==> src/rtl/ocdf_pkg.sv <==
// Package for the OFDM derotation, prefix strip and FFT block.
// Holds sizes, fixed-point helpers, CORDIC table and controller state type.
// Used by ocdf_cordic, ocdf_datapath, ocdf_ctrl and the top level; depends on nothing.
package ocdf_pkg;

	localparam int POINTS_DEF    = 64;
	localparam int SYMBOLS_DEF   = 1;
	localparam int CP_LEN_DEF    = 16;
	localparam int CORDIC_STEPS  = 15;
	localparam int CORDIC_IW     = 4;
	localparam logic signed [33:0] CORDIC_X0 = 34'sd652032874;

	// arctangent of 2^-i in pi*2^-15 units
	function automatic logic signed [16:0] atan_units(input logic [CORDIC_IW-1:0] i);
		logic signed [16:0] r;
		begin
			unique case (i)
				4'd0: r = 17'sd8192;
				4'd1: r = 17'sd4836;
				4'd2: r = 17'sd2555;
				4'd3: r = 17'sd1297;
				4'd4: r = 17'sd651;
				4'd5: r = 17'sd326;
				4'd6: r = 17'sd163;
				4'd7: r = 17'sd81;
				4'd8: r = 17'sd41;
				4'd9: r = 17'sd20;
				4'd10: r = 17'sd10;
				4'd11: r = 17'sd5;
				4'd12: r = 17'sd3;
				4'd13: r = 17'sd1;
				4'd14: r = 17'sd1;
				default: r = 17'sd0;
			endcase
			return r;
		end
	endfunction

	typedef enum logic [3:0] {
		ST_LOAD,
		ST_RD,
		ST_COS,
		ST_ROT,
		ST_BF_RA,
		ST_BF_RB,
		ST_BF_TW,
		ST_BF_WA,
		ST_BF_WB,
		ST_OUT
	} ctrl_state_t;

	// controller to datapath
	typedef struct packed {
		logic        store_wr;   // write accepted sample
		logic        step_ld;    // take phase step, clear accumulator
		logic        fs_rd;      // read frame store
		logic        cordic_go;  // start sine/cosine
		logic        cordic_tw;  // cordic angle from twiddle, else from accumulator
		logic        rot_mul;    // derotation products
		logic        rot_wr;     // write derotated sample to work buffer
		logic        phase_adv;  // advance accumulator
		logic        bf_rd_a;    // read butterfly top
		logic        bf_rd_b;    // read butterfly bottom
		logic        bf_mul;     // twiddle products
		logic        bf_wr_a;    // write top result
		logic        bf_wr_b;    // write bottom result
		logic        out_rd;     // read bin for output
	} ctrl_cmd_t;

	typedef struct packed {
		logic cordic_busy;
	} dp_stat_t;

	function automatic logic signed [23:0] sat24(input logic signed [25:0] v);
		if (v > 26'sd8388607) return 24'sh7FFFFF;
		if (v < -26'sd8388608) return 24'sh800000;
		return v[23:0];
	endfunction

	function automatic logic signed [15:0] sat16(input logic signed [33:0] v);
		if (v > 34'sd32767) return 16'sh7FFF;
		if (v < -34'sd32768) return 16'sh8000;
		return v[15:0];
	endfunction

endpackage

==> src/rtl/ocdf_ctrl.sv <==
// Controller: load, derotate/strip, FFT stage sequencing and bin output.
// Depends on ocdf_pkg.
module ocdf_ctrl #(
	parameter int POINTS    = ocdf_pkg::POINTS_DEF,
	parameter int SYMBOLS   = ocdf_pkg::SYMBOLS_DEF,
	parameter int CP_LEN    = ocdf_pkg::CP_LEN_DEF,
	localparam int SYM_LEN   = POINTS + CP_LEN,
	localparam int FRAME_LEN = SYMBOLS * SYM_LEN,
	localparam int FAW = (FRAME_LEN > 1) ? $clog2(FRAME_LEN) : 1,
	localparam int LW  = $clog2(POINTS),
	localparam int SW  = $clog2(SYM_LEN + 1),
	localparam int YW  = $clog2(SYMBOLS + 1),
	localparam int GW  = $clog2(LW + 1)
) (
	input  logic                clk,
	input  logic                arst_n,
	input  logic                in_valid,
	output logic                in_ready,
	output logic                out_valid,
	input  logic                out_ready,
	output logic                frame_last,
	output ocdf_pkg::ctrl_cmd_t cmd,
	input  ocdf_pkg::dp_stat_t  stat,
	output logic [FAW-1:0]      fs_waddr,
	output logic [FAW-1:0]      fs_raddr,
	output logic [LW-1:0]       wb_dst,
	output logic [LW-1:0]       addr_a,
	output logic [LW-1:0]       addr_b,
	output logic [15:0]         tw_phase
);
	ocdf_pkg::ctrl_state_t st_q, st_d;
	logic [FAW:0] cnt_q;          // load count / frame read pointer
	logic [SW-1:0] j_q;           // place within symbol
	logic [YW-1:0] sym_q;
	logic [GW-1:0] stg_q;         // butterfly span is 2^stg_q
	logic [LW-1:0] k_q, m_q;      // twiddle index, group base
	logic [LW:0]   o_q;           // output bin index
	logic          ov_q;          // output word held
	logic [LW-1:0] jr;
	logic [LW-1:0] jd;
	logic          last_k, last_m, last_stg, last_o, last_sym, in_cp, last_j, frame_full;

	// bit-reverse of the useful sample index
	always_comb begin
		jd = LW'(j_q - SW'(CP_LEN));
		for (int b = 0; b < LW; b++) jr[b] = jd[LW-1-b];
	end

	assign fs_waddr = cnt_q[FAW-1:0];
	assign fs_raddr = cnt_q[FAW-1:0];
	assign wb_dst   = jr;
	assign in_cp    = j_q < SW'(CP_LEN);
	assign addr_a   = k_q + m_q;
	assign addr_b   = (k_q + m_q) | (LW'(1) << stg_q);
	// -k*65536/len, len = 2^(stg+1)
	assign tw_phase = 16'(0) - (16'(k_q) << (5'd15 - 5'(stg_q)));
	assign last_k   = k_q == LW'((1 << stg_q) - 1);
	assign last_m   = (32'(m_q) + (32'd2 << stg_q)) >= 32'(POINTS);
	assign last_stg = stg_q == GW'(LW - 1);
	assign last_o   = o_q == (LW+1)'(POINTS - 1);
	assign last_sym = sym_q == YW'(SYMBOLS - 1);
	assign last_j   = j_q == SW'(SYM_LEN - 1);
	assign frame_full = cnt_q == (FAW+1)'(FRAME_LEN);
	assign out_valid = ov_q;
	assign frame_last = ov_q & last_o & last_sym;

	// next state and commands
	always_comb begin
		st_d = st_q;
		cmd = '0;
		in_ready = 1'b0;
		unique case (st_q)
			ocdf_pkg::ST_LOAD: begin
				in_ready = 1'b1;
				if (in_valid) begin
					if (frame_full) begin
						cmd.step_ld = 1'b1;
						st_d = ocdf_pkg::ST_RD;
					end else begin
						cmd.store_wr = 1'b1;
					end
				end
			end
			ocdf_pkg::ST_RD: begin
				cmd.fs_rd = 1'b1;
				cmd.cordic_go = 1'b1;
				st_d = ocdf_pkg::ST_COS;
			end
			ocdf_pkg::ST_COS: begin
				if (!stat.cordic_busy) begin
					cmd.rot_mul = 1'b1;
					st_d = ocdf_pkg::ST_ROT;
				end
			end
			ocdf_pkg::ST_ROT: begin
				cmd.phase_adv = 1'b1;
				cmd.rot_wr = !in_cp;
				st_d = last_j ? ocdf_pkg::ST_BF_RA : ocdf_pkg::ST_RD;
			end
			ocdf_pkg::ST_BF_RA: begin
				cmd.bf_rd_a = 1'b1;
				st_d = ocdf_pkg::ST_BF_RB;
			end
			ocdf_pkg::ST_BF_RB: begin
				// read bottom and start the twiddle
				cmd.bf_rd_b = 1'b1;
				cmd.cordic_go = 1'b1;
				cmd.cordic_tw = 1'b1;
				st_d = ocdf_pkg::ST_BF_TW;
			end
			ocdf_pkg::ST_BF_TW: begin
				if (!stat.cordic_busy) begin
					cmd.bf_mul = 1'b1;
					st_d = ocdf_pkg::ST_BF_WA;
				end
			end
			ocdf_pkg::ST_BF_WA: begin
				cmd.bf_wr_a = 1'b1;
				st_d = ocdf_pkg::ST_BF_WB;
			end
			ocdf_pkg::ST_BF_WB: begin
				cmd.bf_wr_b = 1'b1;
				st_d = (last_m && last_k && last_stg) ? ocdf_pkg::ST_OUT
					: ocdf_pkg::ST_BF_RA;
			end
			ocdf_pkg::ST_OUT: begin
				if (!ov_q || out_ready) begin
					if (ov_q && last_o)
						st_d = last_sym ? ocdf_pkg::ST_LOAD : ocdf_pkg::ST_RD;
					else
						cmd.out_rd = 1'b1;
				end
			end
			default: st_d = ocdf_pkg::ST_LOAD;
		endcase
	end

	// state register and loop counters
	always_ff @(posedge clk or negedge arst_n) begin
		if (!arst_n) begin
			st_q   <= ocdf_pkg::ST_LOAD;
			cnt_q  <= '0;
			j_q    <= '0;
			sym_q  <= '0;
			stg_q  <= '0;
			k_q    <= '0;
			m_q    <= '0;
			o_q    <= '0;
			ov_q   <= 1'b0;
		end else begin
			st_q <= st_d;
			unique case (st_q)
				ocdf_pkg::ST_LOAD: begin
					if (in_valid) begin
						if (frame_full) cnt_q <= '0;
						else cnt_q <= cnt_q + (FAW+1)'(1);
					end
					j_q <= '0;
					sym_q <= '0;
				end
				ocdf_pkg::ST_ROT: begin
					cnt_q <= cnt_q + (FAW+1)'(1);
					if (last_j) begin
						j_q <= '0;
						stg_q <= '0;
						k_q <= '0;
						m_q <= '0;
					end else begin
						j_q <= j_q + SW'(1);
					end
				end
				ocdf_pkg::ST_BF_WB: begin
					if (!last_m) begin
						m_q <= m_q + LW'(2 << stg_q);
					end else if (!last_k) begin
						m_q <= '0;
						k_q <= k_q + LW'(1);
					end else if (!last_stg) begin
						m_q <= '0;
						k_q <= '0;
						stg_q <= stg_q + GW'(1);
					end else begin
						k_q <= '0;
						m_q <= '0;
						o_q <= '0;
						ov_q <= 1'b0;
					end
				end
				// output read address walks the bins in order
				ocdf_pkg::ST_OUT: begin
					if (!ov_q || out_ready) begin
						if (ov_q && last_o) begin
							ov_q <= 1'b0;
							o_q <= '0;
							if (last_sym) cnt_q <= '0;
							else sym_q <= sym_q + YW'(1);
						end else begin
							ov_q <= 1'b1;
							if (ov_q) o_q <= o_q + (LW+1)'(1);
							k_q <= k_q + LW'(1);
						end
					end
				end
				default: ;
			endcase
		end
	end
endmodule

==> config.mk <==
export PLATFORM = sky130hd
export DESIGN_NAME = ocdf_ctrl
export DESIGN_NICKNAME = d
export VERILOG_FILES = /design/src/rtl/ocdf_pkg.sv /design/src/rtl/ocdf_ctrl.sv
export SDC_FILE = /design/constraint.sdc
export NUM_CORES = 1
export LEC_CHECK = 0
export BUFFER_PORTS_ARGS = -buffer_cell sky130_fd_sc_hd__buf_2
export CAP_MARGIN = 20
export CORE_ASPECT_RATIO = 0.9
export CORE_MARGIN = 8
export CORE_UTILIZATION = 30
export DETAILED_ROUTE_END_ITERATION = 8
export PLACE_DENSITY = 0.49
export SLEW_MARGIN = 20
export SYNTH_ARGS = -nofsm -noshare
export SYNTH_HDL_FRONTEND = slang
export SYNTH_SLANG_ARGS = --single-unit
==> constraint.sdc <==
create_clock -name clk -period 3.57 [get_ports clk]
set_input_delay 0.1785 -clock clk [delete_from_list [all_inputs] [get_ports clk]]
set_output_delay 0.1785 -clock clk [all_outputs]
set_load 0.1 [all_outputs]
* Yosys cells after proc, flatten, opt, wreduce, memory -nomap -nowiden
Index checks and enable logic that the tools add are counted.
Storage, ports and cells: output and inout bits 65, register bits 43
Cells by class: reductions and logical operators 22, multiplexer cells 65, add/subtract/negate cells 13, equality and inequality tests 28, bitwise operators 4, $lt $le $gt $ge 2, shift operators 4
Operator list (number):
- 7-bit two-way mux | 7
- 8-bit two-way mux | 5
- 4-bit case mux with 10 select lines | 1
- 6-bit two-way mux | 6
- 6-bit by 32-bit adder with 32-bit output | 1
- 32-bit by 7-bit >= comparator with 1-bit output (second input constant) | 1
- 2-bit by 3-bit left shift with 32-bit output (first input constant) | 1
- 4-bit two-way mux | 7
- 7-bit case mux with 2 select lines | 2
- 2-bit inequality test (second input constant) | 13
- 8-bit case mux with 3 select lines | 1
- 1-bit two-way mux | 23
- 5-bit AND reduction | 4
- 6-bit case mux with 3 select lines | 1
- 4-bit by 3-bit == test with 1-bit output (second input constant) | 4
- 6-bit by 5-bit left shift with 16-bit output | 1
- 1-bit by 16-bit subtractor with 16-bit output (first input constant) | 1
- 3-bit two-way mux | 5
- 7-bit by 1-bit adder with 7-bit output (second input constant) | 2
- 6-bit adder | 2
- 6-bit case mux with 2 select lines | 1
- 6-bit AND reduction | 2
- 1-bit by 3-bit left shift with 6-bit output (first input constant) | 2
- 8-bit by 1-bit adder with 8-bit output (second input constant) | 1
- other kinds (31) | 44

* Longest topological paths before layout
depth after elaboration 7, depth in mapped cells 13, depth with buffers taken out 11

* Least setup slack after synthesis
OpenSTA, ideal clock, no wires.
path type register to output, from register m_q[2], to output port addr_b[5], path slack -0.235 ns, path buffers 0, arrival time 3.626 ns, stages on the path, launching flop included 8, path through dfrtp_1 > ha_1 > a21oi_1 > nor2b_1 > o21a_1 > nor2_1 > xnor2_1 > nand2b_1
On the way: word-level cells in the longest chain between the ends 2
RTL lines:
- from (decl) | line ocdf_ctrl.sv:36 | logic [LW-1:0] k_q, m_q;
- from (signal assigned) | line ocdf_ctrl.sv:174 | m_q <= m_q + LW'(2 << stg_q);
- 6-bit adder
- net addr_a[5] | line ocdf_ctrl.sv:27 | output logic [LW-1:0] addr_a,
- 6-bit bitwise OR | line ocdf_ctrl.sv:54 | assign addr_b = (k_q + m_q) | (LW'(1) << stg_q);
- to (decl) | line ocdf_ctrl.sv:28 | output logic [LW-1:0] addr_b,
The timed path passes the listed nets, and every way through them passes these cells.

* Worst setup path after layout
from register stg_q[0], to register k_q[5]
On the way: word-level cells in the longest chain between the ends 6, elaborated cells on any way between the ends 11, those cells by class 2 x add/sub; 1 x order compare; 2 x eq/ne; 2 x shift; 3 x mux; 1 x reduce/logical
RTL lines:
- from (decl) | line ocdf_ctrl.sv:35 | logic [GW-1:0] stg_q;
- from (signal assigned) | line ocdf_ctrl.sv:181 | stg_q <= stg_q + GW'(1);
- branches (longest 6 deep; another with 6-bit by 32-bit adder with 32-bit output)
- to (signal assigned) | line ocdf_ctrl.sv:177 | k_q <= k_q + LW'(1);
- to (signal assigned) | line ocdf_ctrl.sv:200 | k_q <= k_q + LW'(1);
- to (decl) | line ocdf_ctrl.sv:36
Several ways; the timed one is not identified. The select of a mux whose other input is x is not followed. A chain may end at the register's enable or synchronous reset.

==> metrics.txt <==
# TYPE chip_impl_metric gauge
chip_impl_metric{name="die_ar",unit="µm²"} 15600
chip_impl_info{name="run_status",value="complete, but fails checks"} 1
chip_impl_metric{name="pwr-share-clk",unit="%"} 14.7
chip_impl_metric{name="report.final.setup_viol",unit=""} 0
chip_impl_metric{name="post_synth_instance_area",unit="µm²"} 3560
chip_impl_metric{name="first_global_vias",unit=""} 3220
chip_impl_metric{name="post-dp-hpwl",unit="µm"} 7130
chip_impl_metric{name="std_cell_rows",unit=""} 37
chip_impl_metric{name="post_drt_wl_per_cell",unit="µm"} 15.2
chip_impl_metric{name="cts_hold_buffers",unit=""} 0
chip_impl_info{name="regToRegStartpoint",value="stg_q[0]"} 1
chip_impl_info{name="ys_flop_type",value="dfrtp_1"} 1
chip_impl_info{name="hp-class",value="in -> async"} 1
chip_impl_metric{name="placement.io_buffers",unit=""} 61
chip_impl_metric{name="power_report.internal_total",unit="mW"} 1.18
chip_impl_metric{name="num_vias",unit=""} 3168
chip_impl_metric{name="share_comb_of_total_power",unit="%"} 61.0
chip_impl_metric{name="synth_cells",unit=""} 432
chip_impl_info{name="synth_top_family_by_area",value="simple AND/OR/NAND/NOR gates"} 1
chip_impl_metric{name="firstDrtPassIters",unit=""} 4
chip_impl_metric{name="synth.distinct_cells",unit=""} 65
chip_impl_metric{name="wirelength",unit="µm"} 9470
chip_impl_info{name="crit_slowest_cell",value="a221o_1"} 1
chip_impl_metric{name="clkLatencyLatePin",unit="ns"} 0.29
chip_impl_metric{name="grt_start_max_net_pins",unit=""} 42
chip_impl_metric{name="post-route-period-util",unit="%"} 86.6
chip_impl_metric{name="p_sw_share",unit="%"} 62.0
chip_impl_metric{name="postPlaceCellArea",unit="µm²"} 3850
chip_impl_metric{name="worstPathMaxFanout",unit=""} 12
chip_impl_info{name="yosysMostFrequentCell",value="dfrtp_1"} 1
chip_impl_info{name="synth.area.top_cells",value="dfrtp_1 (29%), ha_1 (8.1%), buf_4 (5.9%)"} 1
chip_impl_metric{name="post-route-cell-area",unit="µm²"} 4000
chip_impl_metric{name="setup_tns",unit="ns"} 0
chip_impl_metric{name="dieHeight",unit="µm"} 119
chip_impl_metric{name="static-leakage-power",unit="nW"} 1.90
chip_impl_metric{name="report.final.slew_viol_count",unit=""} 0
chip_impl_metric{name="p_sw",unit="mW"} 1.93
chip_impl_metric{name="timing.fmax",unit="GHz"} 0.323
chip_impl_metric{name="grt_pass1_wl",unit="µm"} 16100
chip_impl_metric{name="sequential_power_share",unit="%"} 24.3
chip_impl_metric{name="die_width",unit="µm"} 131
chip_impl_metric{name="drive_gt1_share",unit="%"} 19.4
chip_impl_info{name="crit_type",value="reg -> reg"} 1
chip_impl_metric{name="tightestPinTransition",unit="ns"} 0.670
chip_impl_metric{name="post_synthesis_async_set_or_reset_flop_share",unit="%"} 100
chip_impl_metric{name="synth.area.mux_share",unit="%"} 2.56
chip_impl_metric{name="clock_tree.buffer_depth",unit=""} 2
chip_impl_info{name="critPathLaunchType",value="flop"} 1
chip_impl_metric{name="delay_contributed_by_the_slowest_stage_of_the_critical_path",unit="ns"} 0.35
chip_impl_metric{name="final-hold-violation-count",unit=""} 18
chip_impl_metric{name="minimum_clock_period_after_layout",unit="ns"} 3.09
chip_impl_metric{name="required",unit="ns"} 3.74
chip_impl_metric{name="post-synth-top-area-fraction",unit="%"} 28.8
chip_impl_metric{name="worst-r2r-setup-slack",unit="ns"} 0.48
chip_impl_metric{name="synth-adder-area-share",unit="%"} 8.64
chip_impl_info{name="critical_path.reg2reg.endpoint",value="k_q[5]"} 1
chip_impl_info{name="grt_setup_unrepaired",value="false"} 1
chip_impl_info{name="crit_family",value="compound AO/OA/AOI/OAI gates"} 1
chip_impl_metric{name="areaGrowthSynthToFinish",unit="%"} 12.3
chip_impl_metric{name="initial_utilization",unit="%"} 30.9
chip_impl_metric{name="maxCapViolations",unit=""} 0
chip_impl_metric{name="synth-simple-area-share",unit="%"} 23.3
chip_impl_info{name="clk_root_buffer_cell",value="clkbuf_16"} 1
chip_impl_info{name="crit_path_cell_trace",value="buf_4 -> ha_1 -> nor2b_1 -> ha_1 -> a211o_1 -> and4_1 -> o21ai_1 -> a211oi_2 -> buf_4 -> or2_1 -> a221o_1"} 1
chip_impl_metric{name="flop_and_latch_count_out_of_synthesis",unit=""} 41
chip_impl_info{name="synth_top_cell_by_area",value="dfrtp_1"} 1
chip_impl_metric{name="fin_skew",unit="ns"} 0.0117
chip_impl_metric{name="ys.warnings.count",unit=""} 0
chip_impl_info{name="synth_top_cells_by_count",value="dfrtp_1 (41), nor2_1 (37), o21ai_0 (29), buf_4 (28), nand2_1 (27)"} 1
chip_impl_metric{name="tritoncts.num_buffers",unit=""} 5
chip_impl_metric{name="final_worst_hold_slack",unit="ns"} -0.00954
chip_impl_metric{name="coreArea",unit="µm²"} 11500
chip_impl_metric{name="floorplan.io_pins",unit=""} 70
chip_impl_metric{name="post_synth_xor_area_fraction",unit="%"} 4.18
chip_impl_metric{name="post_cts_resized",unit=""} 0
chip_impl_metric{name="syn_area_per_cell",unit="µm²"} 8.25
chip_impl_metric{name="post_cts.repair.setup_buffers",unit=""} 0
chip_impl_metric{name="synth_seq_area_share",unit="%"} 28.8
chip_impl_metric{name="area_fraction_in_compound_gates_after_synthesis",unit="%"} 21.7
chip_impl_metric{name="synth_enable_flop_cells",unit=""} 0
chip_impl_metric{name="clock_edge_transition_at_the_registers_on_the_reported_setup_and_hold_paths",unit="ns"} 0.07
chip_impl_metric{name="antenna_found_initial",unit=""} 0
chip_impl_metric{name="vdd_drop_max",unit="µV"} 940
chip_impl_info{name="cts_tree",value="done"} 1
chip_impl_metric{name="routability_driven_placement_congestion_ratio",unit=""} 0.811
chip_impl_info{name="worst_setup_path_end_kind",value="flop"} 1
chip_impl_metric{name="power_per_cell_area",unit="nW/µm²"} 777
chip_impl_metric{name="grt.overflow.total",unit=""} 0
chip_impl_metric{name="total_clock_sinks",unit=""} 41
chip_impl_metric{name="worst-path-buf-inv",unit=""} 2
chip_impl_metric{name="rr_worst_depth",unit=""} 11
chip_impl_metric{name="drt_iter0_markers",unit=""} 190
chip_impl_metric{name="critPathArrivalTime",unit="ns"} 3.26
chip_impl_info{name="violations_in_the_final_reports",value="negative hold slack"} 1
chip_impl_metric{name="worst_slew_margin_rel",unit="%"} 55.3
chip_impl_metric{name="diode_insertion_count_for_antenna_repair",unit=""} 0
chip_impl_metric{name="ant_nets",unit=""} 0
chip_impl_metric{name="route.detailed.drc",unit=""} 0
chip_impl_metric{name="ctsHtreeMaxLevel",unit=""} 2
chip_impl_metric{name="detail_route.vias_per_cell",unit=""} 5.07
chip_impl_metric{name="globalRouteTotalUtil",unit="%"} 12.5
chip_impl_metric{name="fillCellCount",unit=""} 1232
chip_impl_metric{name="finalNetCount",unit=""} 497
[cells in the final DEF, fill, tap and decap left out, types with 10 or more instances in the layout]
master,synthesis,routed
a21oi_1,25,25
buf_2,6,61
dfrtp_1,41,41
ha_1,23,23
inv_1,25,25
nand2_1,27,27
nand2b_1,10,10
nand3_1,23,23
nor2_1,37,37
o21ai_0,29,29
[cell families after synthesis]
group,count (synthesis)
XOR/XNOR,17
multiplexers,9
other,1
AO/OA/AOI/OAI,114
buffers and inverters,70
adder cells (fa/ha/maj),24
flip-flops,41
AND/OR/NAND/NOR,156
[cell type report]
type | instances | area (µm²) | share of cell area (%)
multi-input cells | 328 | 2190 | 54.7
clock buffers | 5 | 125 | 3.13
well taps | 156 | 195 | 4.88
clock inverters | 3 | 21.3 | 0.532
flip-flops and latches | 41 | 1030 | 25.7
inverters | 25 | 93.8 | 2.35
repair buffers | 67 | 350 | 8.76
[state kept, by name, indices dropped and copies added, names as in the netlist]
signal and flops:
j_q 7, stg_q 3, m_q 5, cnt_q 8, st_q 4, k_q 6, out_valid 1, o_q 7
[worst reg2reg max path: cells and delay by family (launching register included)]
family	cells	cell delay (ns)
buf+inv	2	0.37
compound gates	4	0.95
simple gates	3	0.78
flops	1	0.34
fa+ha+maj	2	0.54
[power by group through the flow]
stage	sequential, mW	clock [mW]	combinational (mW)
floorplan	0.709	0	1.76
global placement	0.761	0	1.90
detailed placement	0.761	0	1.90
CTS	0.754	0.478	1.90
global route	0.779	0.491	2.02
finish	0.755	0.456	1.90
[through the flow]
step / power [mW] / setup slack [ns] / cells / utilization (%)
final: 3.11 / 0.479 / 625 / 34.7
after global routing: 3.29 / 0.229 / 625 / 34.7
after CTS: 3.14 / 0.472 / 625 / 34.7
after detailed placement: 2.66 / 0.490 / 617 / 33.4
after global placement: 2.66 / 0.571 / 617 / 33.4
after floorplan: 2.47 / 0.118 / 439 / -
[how the worst max path moves through the flow]
stage / from / to / cells past startpoint
2_1_floorplan: out_valid / cmd[0] / 2
3_3_place_gp: stg_q[0] / k_q[5] / 11
3_5_place_dp: stg_q[0] / k_q[5] / 11
4_1_cts: stg_q[0] / k_q[5] / 11
5_1_grt: stg_q[0] / k_q[5] / 12
6_report: stg_q[0] / k_q[5] / 11
[metal layers]
metal	track usage, %	vias up	wire [µm]	share of wire, %
met5	0	-	0	0
met4	2.37	0	72	0.76
met3	3.17	5	532	5.6
met2	19.3	81	4160	44
met1	17.2	1501	4710	50
li1	-	1581	-	-
No activity file was read; power rests on OpenSTA's default activity.
